File: src/sv/bgd_pkg.sv
`timescale 1ns / 1ps
`default_nettype none

package bgd_pkg;

    localparam int AMOUNT_W   = 20;
    localparam int DENOM_W    = 16;
    localparam int COUNT_W    = 16;
    localparam int CFG_IDX_W  = 3;
    localparam int MAX_DENOM  = 5;
    localparam int DIV_CNT_W  = $clog2(AMOUNT_W);

    // configuration register indexes
    localparam logic [CFG_IDX_W-1:0] REG_DENOM_0       = 3'd0;
    localparam logic [CFG_IDX_W-1:0] REG_DEPOSIT_LIMIT = 3'd5;

    // command codes
    localparam logic [1:0] CMD_CHECK    = 2'd0;
    localparam logic [1:0] CMD_WITHDRAW = 2'd1;
    localparam logic [1:0] CMD_DEPOSIT  = 2'd2;

    // status codes
    localparam logic [1:0] ST_OK      = 2'd0;
    localparam logic [1:0] ST_INVALID = 2'd1;
    localparam logic [1:0] ST_SHORT   = 2'd2;

    localparam logic [COUNT_W-1:0]  COUNT_MAX           = '1;
    localparam logic [AMOUNT_W-1:0] DEPOSIT_LIMIT_RESET = 20'd2000;

    localparam logic [DENOM_W-1:0] DENOM_RESET [MAX_DENOM] =
        '{16'd10, 16'd20, 16'd50, 16'd100, 16'd200};

    typedef struct packed {
        logic [1:0]          cmd;
        logic [AMOUNT_W-1:0] amount;
    } in_item_t;

    typedef struct packed {
        logic [1:0]          status;
        logic [AMOUNT_W-1:0] remainder;
    } out_item_t;

    // controller -> datapath
    typedef struct packed {
        logic load_item;
        logic skip;
        logic div_start;
        logic div_step;
        logic take;
        logic mul;
        logic sub;
        logic commit;
    } bgd_cmd_t;

    // datapath -> controller
    typedef struct packed {
        logic invalid;
        logic skip;
        logic div_last;
        logic idx_zero;
        logic out_free;
    } bgd_stat_t;

    // multiple of ten: even and nibble sum (16 = 1 mod 5) divisible by five
    function automatic logic is_mult10(input logic [AMOUNT_W-1:0] a);
        logic [6:0] s;
        logic [4:0] t;
        s = 7'(a[3:0]) + 7'(a[7:4]) + 7'(a[11:8]) + 7'(a[15:12]) + 7'(a[19:16]);
        t = 5'(s[6:4]) + 5'(s[3:0]);
        if (t >= 5'd5) t = t - 5'd5;
        if (t >= 5'd5) t = t - 5'd5;
        if (t >= 5'd5) t = t - 5'd5;
        return (a[0] == 1'b0) && (t == 5'd0);
    endfunction

endpackage

`default_nettype wire

File: src/sv/banknote_greedy_dispenser.sv
// Sequence: an invalid request goes from validation straight to the commit;
// otherwise each denomination is divided (select, bit-serial divider, take,
// multiply, subtract) or, where it cannot be used, skipped at the select step.
// Throughput: one request at a time; a held result delays the commit of the
// next one.
// Reset (rst_n, async, active low): counts cleared, note values 10/20/50/100/200.
`timescale 1ns / 1ps
`default_nettype none

module banknote_greedy_dispenser
    import bgd_pkg::*;
#(
    parameter int NUM_DENOM = 5
)
(
    input  wire logic                 clk,
    input  wire logic                 rst_n,

    // configuration writes
    input  wire logic                 cfg_wr_en,
    input  wire logic [CFG_IDX_W-1:0] cfg_index,
    input  wire logic [AMOUNT_W-1:0]  cfg_data,

    // request channel
    input  wire logic                 in_valid,
    output logic                      in_ready,
    input  wire in_item_t             in_data,

    // result channel
    output logic                      out_valid,
    input  wire logic                 out_ready,
    output out_item_t                 out_data
);

    // The controller sequences each request through validation and a walk
    // of the denominations from the largest down. For each one the datapath
    // divides the remaining amount by the note value, clamps the quotient to
    // the notes on hand (not for deposits), multiplies back and subtracts.
    // A commit step then applies the counts (withdraw only when nothing is
    // left over; deposit with saturation) and fills the output register.
    // A new request is taken while the previous result still waits there.

    bgd_cmd_t  cmd;
    bgd_stat_t stat;

    bgd_ctrl u_ctrl (
        .clk      (clk),
        .rst_n    (rst_n),
        .in_valid (in_valid),
        .in_ready (in_ready),
        .stat     (stat),
        .cmd      (cmd)
    );

    bgd_dp #(
        .NUM_DENOM (NUM_DENOM)
    ) u_dp (
        .clk       (clk),
        .rst_n     (rst_n),
        .cfg_wr_en (cfg_wr_en),
        .cfg_index (cfg_index),
        .cfg_data  (cfg_data),
        .in_data   (in_data),
        .out_ready (out_ready),
        .out_valid (out_valid),
        .out_data  (out_data),
        .cmd       (cmd),
        .stat      (stat)
    );

endmodule

`default_nettype wire

File: src/sv/bgd_ctrl.sv
`timescale 1ns / 1ps
`default_nettype none

module bgd_ctrl
    import bgd_pkg::*;
(
    input  wire logic      clk,
    input  wire logic      rst_n,
    input  wire logic      in_valid,
    output logic           in_ready,
    input  wire bgd_stat_t stat,
    output bgd_cmd_t       cmd
);

    typedef enum logic [7:0] {
        S_IDLE   = 8'b00000001,
        S_VALID  = 8'b00000010,
        S_SELECT = 8'b00000100,
        S_DIV    = 8'b00001000,
        S_TAKE   = 8'b00010000,
        S_MUL    = 8'b00100000,
        S_SUB    = 8'b01000000,
        S_COMMIT = 8'b10000000
    } state_t;

    state_t state_reg, state_next;

    always_ff @(posedge clk or negedge rst_n)
    begin
        if (!rst_n)
        begin
            state_reg <= S_IDLE;
        end
        else
        begin
            state_reg <= state_next;
        end
    end

    always_comb
    begin
        state_next = state_reg;
        cmd        = '0;
        in_ready   = 1'b0;
        case (state_reg)
            S_IDLE:
            begin
                in_ready = 1'b1;
                if (in_valid)
                begin
                    cmd.load_item = 1'b1;
                    state_next    = S_VALID;
                end
            end
            S_VALID:
            begin
                state_next = stat.invalid ? S_COMMIT : S_SELECT;
            end
            S_SELECT:
            begin
                if (stat.skip)
                begin
                    cmd.skip   = 1'b1;
                    state_next = stat.idx_zero ? S_COMMIT : S_SELECT;
                end
                else
                begin
                    cmd.div_start = 1'b1;
                    state_next    = S_DIV;
                end
            end
            S_DIV:
            begin
                cmd.div_step = 1'b1;
                if (stat.div_last)
                begin
                    state_next = S_TAKE;
                end
            end
            S_TAKE:
            begin
                cmd.take   = 1'b1;
                state_next = S_MUL;
            end
            S_MUL:
            begin
                cmd.mul    = 1'b1;
                state_next = S_SUB;
            end
            S_SUB:
            begin
                cmd.sub    = 1'b1;
                state_next = stat.idx_zero ? S_COMMIT : S_SELECT;
            end
            S_COMMIT:
            begin
                // hold until the output register can take the result
                if (stat.out_free)
                begin
                    cmd.commit = 1'b1;
                    state_next = S_IDLE;
                end
            end
            default:
            begin
                state_next = S_IDLE;
            end
        endcase
    end

endmodule

`default_nettype wire

File: src/sv/bgd_dp.sv
`timescale 1ns / 1ps
`default_nettype none

module bgd_dp
    import bgd_pkg::*;
#(
    parameter int NUM_DENOM = 5
)
(
    input  wire logic                 clk,
    input  wire logic                 rst_n,
    input  wire logic                 cfg_wr_en,
    input  wire logic [CFG_IDX_W-1:0] cfg_index,
    input  wire logic [AMOUNT_W-1:0]  cfg_data,
    input  wire in_item_t             in_data,
    input  wire logic                 out_ready,
    output logic                      out_valid,
    output out_item_t                 out_data,
    input  wire bgd_cmd_t             cmd,
    output bgd_stat_t                 stat
);

    localparam int IDX_W = (NUM_DENOM > 1) ? $clog2(NUM_DENOM) : 1;

    logic [DENOM_W-1:0]   denom_reg [NUM_DENOM];
    logic [AMOUNT_W-1:0]  limit_reg;
    logic [COUNT_W-1:0]   count_reg [NUM_DENOM];
    logic [AMOUNT_W-1:0]  take_reg  [NUM_DENOM];

    logic [1:0]           cmd_reg;
    logic [AMOUNT_W-1:0]  amount_reg;
    logic [AMOUNT_W-1:0]  rest_reg;
    logic [IDX_W-1:0]     idx_reg;
    logic                 inval_reg;

    logic [DENOM_W-1:0]   rem_reg;
    logic [AMOUNT_W-1:0]  quo_reg;
    logic [DIV_CNT_W-1:0] cnt_reg;
    logic [AMOUNT_W-1:0]  take_cur_reg;
    logic [AMOUNT_W-1:0]  prod_reg;

    logic                 out_valid_reg;
    out_item_t            out_data_reg;

    logic [DENOM_W-1:0]   d_cur;
    logic [COUNT_W-1:0]   c_cur;
    logic                 invalid;
    logic                 full;
    logic                 rest_zero;
    logic [DENOM_W:0]     r_sh;
    logic                 ge;
    logic [DENOM_W:0]     diff;
    logic [AMOUNT_W-1:0]  c_ext;
    logic [AMOUNT_W-1:0]  take_val;
    logic [35:0]          prod_full;
    out_item_t            result;

    assign d_cur     = denom_reg[idx_reg];
    assign c_cur     = count_reg[idx_reg];
    assign full      = (cmd_reg == CMD_DEPOSIT);
    assign rest_zero = (rest_reg == '0);

    always_comb
    begin
        case (cmd_reg)
            CMD_CHECK:    invalid = 1'b0;
            CMD_WITHDRAW: invalid = (amount_reg == '0) || !is_mult10(amount_reg);
            CMD_DEPOSIT:  invalid = (amount_reg == '0) || (amount_reg > limit_reg)
                                    || !is_mult10(amount_reg);
            default:      invalid = 1'b1;
        endcase
    end

    // restoring divider, one quotient bit a cycle
    assign r_sh = {rem_reg, quo_reg[AMOUNT_W-1]};
    assign ge   = (r_sh >= {1'b0, d_cur});
    assign diff = r_sh - {1'b0, d_cur};

    assign c_ext    = AMOUNT_W'(c_cur);
    assign take_val = (full || (quo_reg <= c_ext)) ? quo_reg : c_ext;

    // take never exceeds rest/d, so the product fits the amount width
    assign prod_full = 36'(take_cur_reg) * 36'(d_cur);

    always_comb
    begin
        if (inval_reg)
        begin
            result.status    = ST_INVALID;
            result.remainder = '0;
        end
        else if (cmd_reg == CMD_DEPOSIT)
        begin
            result.status    = ST_OK;
            result.remainder = rest_reg;
        end
        else
        begin
            result.status    = rest_zero ? ST_OK : ST_SHORT;
            result.remainder = rest_reg;
        end
    end

    assign stat.invalid  = invalid;
    assign stat.skip     = (d_cur == '0) || (rest_reg < AMOUNT_W'(d_cur));
    assign stat.div_last = (cnt_reg == '0);
    assign stat.idx_zero = (idx_reg == '0);
    assign stat.out_free = !out_valid_reg || out_ready;

    assign out_valid = out_valid_reg;
    assign out_data  = out_data_reg;

    // configuration, note counts, output flag
    always_ff @(posedge clk or negedge rst_n)
    begin
        if (!rst_n)
        begin
            for (int i = 0; i < NUM_DENOM; i++)
            begin
                denom_reg[i] <= DENOM_RESET[i];
                count_reg[i] <= '0;
            end
            limit_reg     <= DEPOSIT_LIMIT_RESET;
            out_valid_reg <= 1'b0;
        end
        else
        begin
            for (int i = 0; i < NUM_DENOM; i++)
            begin
                if (cfg_wr_en && (cfg_index == REG_DENOM_0 + CFG_IDX_W'(i)))
                begin
                    denom_reg[i] <= cfg_data[DENOM_W-1:0];
                end
            end
            if (cfg_wr_en && (cfg_index == REG_DEPOSIT_LIMIT))
            begin
                limit_reg <= cfg_data;
            end

            if (cmd.commit && !inval_reg)
            begin
                for (int i = 0; i < NUM_DENOM; i++)
                begin
                    if (cmd_reg == CMD_DEPOSIT)
                    begin
                        if ((AMOUNT_W+1)'(count_reg[i]) + (AMOUNT_W+1)'(take_reg[i])
                            > (AMOUNT_W+1)'(COUNT_MAX))
                        begin
                            count_reg[i] <= COUNT_MAX;
                        end
                        else
                        begin
                            count_reg[i] <= count_reg[i] + take_reg[i][COUNT_W-1:0];
                        end
                    end
                    else if ((cmd_reg == CMD_WITHDRAW) && rest_zero)
                    begin
                        count_reg[i] <= count_reg[i] - take_reg[i][COUNT_W-1:0];
                    end
                end
            end

            if (cmd.commit)
            begin
                out_valid_reg <= 1'b1;
            end
            else if (out_ready)
            begin
                out_valid_reg <= 1'b0;
            end
        end
    end

    // working registers
    always_ff @(posedge clk)
    begin
        if (cmd.load_item)
        begin
            cmd_reg    <= in_data.cmd;
            amount_reg <= in_data.amount;
            rest_reg   <= in_data.amount;
            idx_reg    <= IDX_W'(NUM_DENOM - 1);
        end
        inval_reg <= invalid;

        if (cmd.skip)
        begin
            take_reg[idx_reg] <= '0;
        end
        if (cmd.skip || cmd.sub)
        begin
            if (idx_reg != '0)
            begin
                idx_reg <= idx_reg - 1'b1;
            end
        end

        if (cmd.div_start)
        begin
            rem_reg <= '0;
            quo_reg <= rest_reg;
            cnt_reg <= DIV_CNT_W'(AMOUNT_W - 1);
        end
        else if (cmd.div_step)
        begin
            rem_reg <= ge ? diff[DENOM_W-1:0] : r_sh[DENOM_W-1:0];
            quo_reg <= {quo_reg[AMOUNT_W-2:0], ge};
            cnt_reg <= cnt_reg - 1'b1;
        end

        if (cmd.take)
        begin
            take_cur_reg      <= take_val;
            take_reg[idx_reg] <= take_val;
        end
        if (cmd.mul)
        begin
            prod_reg <= prod_full[AMOUNT_W-1:0];
        end
        if (cmd.sub)
        begin
            rest_reg <= rest_reg - prod_reg;
        end

        if (cmd.commit)
        begin
            out_data_reg <= result;
        end
    end

endmodule

`default_nettype wire

File: config.mk
export PLATFORM = sky130hd
export DESIGN_NAME = banknote_greedy_dispenser
export DESIGN_NICKNAME = d
export VERILOG_FILES = /design/src/sv/bgd_pkg.sv /design/src/sv/banknote_greedy_dispenser.sv /design/src/sv/bgd_ctrl.sv /design/src/sv/bgd_dp.sv
export SDC_FILE = /design/constraint.sdc
export NUM_CORES = 2
export LEC_CHECK = 0
export BUFFER_PORTS_ARGS = -buffer_cell sky130_fd_sc_hd__buf_2
export CAP_MARGIN = 15
export CORE_ASPECT_RATIO = 1.75
export CORE_UTILIZATION = 40
export CTS_BUF_LIST = sky130_fd_sc_hd__clkbuf_4 sky130_fd_sc_hd__clkbuf_8 sky130_fd_sc_hd__clkbuf_16
export CTS_CLUSTER_SIZE = 25
export DETAILED_ROUTE_END_ITERATION = 8
export SLEW_MARGIN = 0
export SYNTH_ARGS = -nofsm -noshare
export SYNTH_HDL_FRONTEND = slang
export SYNTH_SLANG_ARGS = --single-unit
File: constraint.sdc
create_clock -name clk -period 8.5 [get_ports clk]
set_input_delay 1.7 -clock clk [delete_from_list [all_inputs] [get_ports clk]]
set_output_delay 1.7 -clock clk [all_outputs]
set_load 0.1 [all_outputs]
### After elaboration in Yosys (flattened, before gate mapping)

Memory sizes are Yosys's and may differ from the RTL's.
Cells that the tools add are included.

* reduce and logical (&&, ||, !) cells: 38
* add/subtract/negate cells: 29
* bitwise gates (word level): 3
* $mul: 1
* order comparisons: 15
* muxes and demuxes: 70
* equality and inequality tests: 18

Operator list (number)
* $mux 16: 20
* $mux 20: 6
* $add 16x20->21: 5
* $gt 21x16->1 const B: 5
* $bmux 16 s3: 2
* $sub 16x16->16: 6
* $add 16x16->16: 5
* $pmux 8 s8: 1
* $mux 5: 11
* $mux 8: 6
* $logic_not 20->1: 2
* $ge 5x3->1 const B: 5
* $sub 5x3->5 const B: 5
* $add 7x4->7: 3
* $mux 21: 1
* $gt 20x20->1: 1
* $le 20x16->1: 1
* $lt 20x16->1: 1
* $mul 20x16->20: 1
* $sub 20x20->20: 1
* $ge 17x16->1: 1
* $mux 1: 17
* $logic_not 16->1: 1
* $logic_not 5->1: 3
* 35 further kinds: 64

* bits of input ports: 50
* memory bits (writable): 100
* word-level logic and storage cells: 201
* memories: 1
* output and inout port bits: 24
* register bits: 338

Memory list
* u_dp.take_reg: words 5, bits a word 20, read ports 5, clocked after Yosys merged registers in 0, write ports 1, RTL line bgd_dp.sv:28 `logic [AMOUNT_W-1:0] take_reg [NUM_DENOM];`

### Depth between registers and ports, before layout

* word-level depth: 21
* depth in mapped cells: 30
* gate-level depth less buffers: 29

### Hierarchy

A second synthesis with hierarchy kept.

* cells, all modules: 3450
* area, all modules: 34698.3 um^2

Modules (own cells, without submodules)
* bgd_dp: sequential area each 11780.0 um^2, instances 1, cells an instance 3393, area an instance 34150.3 um^2
* bgd_ctrl: sequential area each 201.4 um^2, instances 1, cells an instance 57, area an instance 548.0 um^2

### Least setup slack after synthesis

No wires, ideal clock.

* path type: register -> register
* start point: reg u_dp.idx_reg[1]
* end point: reg u_dp.prod_reg[19] (data pin)
* setup slack: 1562 ps
* cell stages (with the launch flop): 28
* data required time: 8240 ps
* period minus slack after synthesis: 6938 ps
* arrival time: 6678 ps
* path through: dfxtp_1 -> buf_2 -> buf_4 -> nor3_1 -> buf_2 -> buf_1 -> nand2_1 -> o21ai_0 -> clkbuf_1 -> nand2_1 -> fa_1 -> inv_1 -> fa_1 -> inv_1 -> fa_1 -> fa_1 -> inv_1 -> fa_1 -> fa_1 -> ha_1 -> nand3_1 -> a211oi_1 -> o31a_1 -> o21ai_0 -> nand2b_1 -> a311oi_1 -> o21ai_0 -> xnor2_1

* cells in the longest elaborated chain, start to end: 5

Ends and longest elaborated chain
* start: declaration: RTL line bgd_dp.sv:33 `logic [IDX_W-1:0] idx_reg;`
* start signal: assignment: RTL line bgd_dp.sv:182 `idx_reg <= IDX_W'(NUM_DENOM - 1);`
* start signal: assignment: RTL line bgd_dp.sv:194 `idx_reg <= idx_reg - 1'b1;`
* $not 3->4 (not written as such): RTL line bgd_dp.sv:58 `assign d_cur = denom_reg[idx_reg];`
* $bmux 16 s3: RTL line bgd_dp.sv:58
* $mux 16 (not written as such) (2 in a row): RTL line bgd_dp.sv:58
* $mul 20x16->20: RTL line bgd_dp.sv:83 `assign prod_full = 36'(take_cur_reg) * 36'(d_cur);`
* via u_dp.prod_full[19]: RTL line bgd_dp.sv:55 `logic [35:0] prod_full;`
* end signal: assignment: RTL line bgd_dp.sv:218 `prod_reg <= prod_full[AMOUNT_W-1:0];`
* end: declaration: RTL line bgd_dp.sv:40 `logic [AMOUNT_W-1:0] prod_reg;`

The timed path passes the listed nets, and every way through them passes these cells. The select of a mux whose other input is x is not followed.
A chain may end at the register's enable or synchronous reset.

### Worst setup path in the final report

Ends and elaborated chain as after synthesis.

==> summary.md <==
| Metric | Value |
|---|---|
| FFs w/ async S/R, synth | `43.2%` |
| RSZ-0062 raised after global routing | `false` |
| I/O pin count | `74` |
| Clock transition at path regs | `60 ps` |
| Ys Warns | `0` |
| DR pass1 iterations | `5` |
| Final net count | `4,046` |
| Vias in the first global route | `27,000` |
| Post-Syn Nets | `4,016` |
| Post-CTS Setup Inserts | `0` |
| Startpoint types | `flop` |
| CP arrival | `7960 ps` |
| Flops & latches, synth | `438` |
| Highest Clock Rate | `132 MHz` |
| Overall Global Routing Usage | `24.2%` |
| Sum Neg Setup Slack | `0 ps` |
| Cts repair resizes | `0` |
| DP Area | `36,100 um^2` |
| Post-DP HPWL | `79,500 um` |
| CTS tree | `done` |
| Outcome | `finished clean` |
| Fraction of layout cells with a size suffix above 1 | `12.6%` |
| Area delta synth->final | `9.83%` |
| Crit Path Max Fanout | `24` |
| Post-route DRC | `0` |
| Tmin final | `7590 ps` |
| Mean Syn Cell Area | `9.85 um^2` |
| Initial drt markers | `1,535` |
| Hold Fails Final Rpt | `0` |
| DIE WIDTH | `224 um` |
| Crit end category | `flop` |
| Final Cycle Share | `89.3%` |
| Post-synth cell types | `91` |
| Post-route cell area | `37,800 um^2` |
| Worst Skew | `43.2 ps` |
| Core region area | `84,900 um^2` |
| CTS Sinks | `438` |
| CP Class | `reg2reg` |
| Cell Area, Synth | `34,400 um^2` |
| Commonest non-fill, non-tap cell in the layout | `inv_1` |
| Worst R2R Setup Slack | `910 ps` |
| Actual slew at the worst max-slew pin | `1260 ps` |
| First-pass GRT wire length | `159,000 um` |
| Min-delay worst type | `reg2reg` |
| WP data required | `8870 ps` |
| Setup violations, final | `0` |
| Peak supply drop | `2150 uV` |
| Die area | `87,200 um^2` |
| Max-Cap Viols | `0` |
| Port bufs | `73` |
| Post-DRT Antenna Nets | `0` |
| Hold buffer count at CTS | `0` |
| Post-Synthesis Cells | `3,492` |
| FILL cells | `8,124` |
| Leakage | `16.4 nW` |
| Clock Latency Late Sink | `640 ps` |
| Post-synth EDFFs | `224` |
| RePlAce Congestion | `0.925` |
| CP top delay family | `adder cells` |
| Slew HR | `16.3%` |
| Pwr Density | `416 nW/um^2` |
| CP max-delay cell | `o22ai_2` |
| Sequential element share of the synthesized area | `34.8%` |
| WP buf/inv | `3` |
| Via/cell ratio | `5.55` |
| CP Cell Sequence | `nor2b_1 > a22oi_1 > o22ai_2 > nand2_1 > fa_1 > inv_1 > fa_1 > fa_1 > fa_1 > inv_1 > fa_1 > inv_1 > fa_1 > ha_1 > nand3_1 > a211oi_1 > o31a_1 > o21ai_0 > nand2b_1 > a311oi_1 > o21ai_0 > xnor2_1` |
| Initial antenna violation count | `7` |
| Grt total ovfl | `0` |
| DRT Wirelength | `104,000 um` |
| Pin count of the biggest net entering global routing | `127` |
| Synth Flop Type | `edfxtp_1` |
| Clock Path Buffers | `3` |
| # rows | `141` |
| Number of H-tree levels | `2` |
| DR vias | `26,100` |
| Initial Util | `40.5%` |
| Die H | `390 um` |
| Crit path top cell by count | `fa_1` |
| Routed len/inst | `22.1 um` |
| CP max stage delay | `990 ps` |
| Num CTS Buffers | `47` |
| Commonest non-fill, non-tap cells in the layout | `inv_1, nand2_1, ha_1` |
| Number of flip-flops in the largest register | `100` |
| Cell chosen for the clock root | `clkbuf_16` |
| Final slew viol count | `0` |
==> synthesized netlist by cell type (23+ instances only) <==
cell / n / area [um^2]
nor3_1: 65 / 325
nand2b_1: 39 / 244
o31ai_1: 23 / 173
mux2i_1: 30 / 300
mux2_2: 111 / 1250
xor2_1: 44 / 385
fa_1: 158 / 3160
nor2_1: 189 / 709
o211ai_1: 50 / 375
dfxtp_1: 25 / 500
a22oi_1: 30 / 225
nor4_1: 33 / 206
dfrtp_1: 169 / 4230
o21ai_0: 143 / 716
nand3_1: 40 / 200
nand2_1: 337 / 1260
xnor2_1: 110 / 963
a21o_1: 54 / 405
nor2b_1: 74 / 463
clkbuf_1: 96 / 360
inv_1: 408 / 1530
a31oi_1: 28 / 175
ha_1: 316 / 3950
o21a_1: 24 / 180
edfxtp_1: 224 / 6730
and2_1: 60 / 375
a21oi_1: 202 / 1010
==> path summary, 6_finish.rpt <==
check | start | endpoint | depth (start not counted)
worst min-delay path | u_dp.rem_reg[6]$_SDFFE_PP0P_ | u_dp.rem_reg[6]$_SDFFE_PP0P_ | 2
max in group asynchronous | rst_n | u_dp.denom_reg[46]$_DFFE_PN0P_ | 2
worst max register to register | u_dp.idx_reg[1]$_DFF_P_ | u_dp.prod_reg[19]$_DFFE_PP_ | 22
min in group asynchronous | rst_n | u_dp.count_reg[73]$_DFFE_PN0P_ | 1
worst min register to register | u_dp.rem_reg[6]$_SDFFE_PP0P_ | u_dp.rem_reg[6]$_SDFFE_PP0P_ | 2
worst max-delay path | u_dp.idx_reg[1]$_DFF_P_ | u_dp.prod_reg[19]$_DFFE_PP_ | 22
==> cells by family (layout without fill, tap and decap cells) <==
group                    after synthesis  count (layout)  share of synthesized area, %
AND/OR/NAND/NOR                      964             964                          13.7
AO/OA/AOI/OAI                        728             728                          13.8
flip-flops                           438             438                          34.8
other                                  0               1                             0
multiplexers                         181             181                          6.71
XOR/XNOR                             156             156                          4.02
buffers and inverters                551             619                          6.26
adder cells (fa/ha/maj)              474             474                          20.7
==> stage by stage <==
stage	total power, mW	util (%)	hold slack (ps)	instances	setup slack (ps)
floorplan	11.1	-	450	3492	1560
global placement	13.3	42.5	466	4616	1030
detailed placement	13.4	42.5	473	4616	940
CTS	15.8	44.5	484	4703	948
global route	17.2	44.5	505	4704	398
finish	15.7	44.5	481	4705	909
==> report_power, final <==
part	switching, mW	internal [mW]
sequential	0.204	2.74
clock	0.952	1.31
combinational	6.04	4.47
==> area by class of cell <==
cell class              count  area [um^2]  share of cell area (%)
diodes                      1         2.50                 0.00662
clock buffers              60         1350                    3.56
clock inverters            27          327                   0.865
inverters                 409         1540                    4.06
multi-input cells        2503        20400                    54.0
flip-flops and latches    438        12000                    31.7
well taps                1144         1430                    3.79
repair buffers            123          769                    2.04
==> worst min-delay path: cells and delay by family, from the launching register on <==
family / cells / cell delay (ps)
flops: 1 / 320
compound gates: 1 / 60
simple gates: 1 / 50
==> routing by layer <==
| layer | share of wire, % | GRT usage (%) | vias up |
|---|---|---|---|
| li1 | - | - | 12200 |
| met1 | 37 | 26.5 | 13000 |
| met2 | 52 | 44.1 | 689 |
| met3 | 4.0 | 2.99 | 279 |
| met4 | 6.8 | 14.8 | 6 |
| met5 | 0.048 | 0 | - |
(Power assumes the default switching activity.)
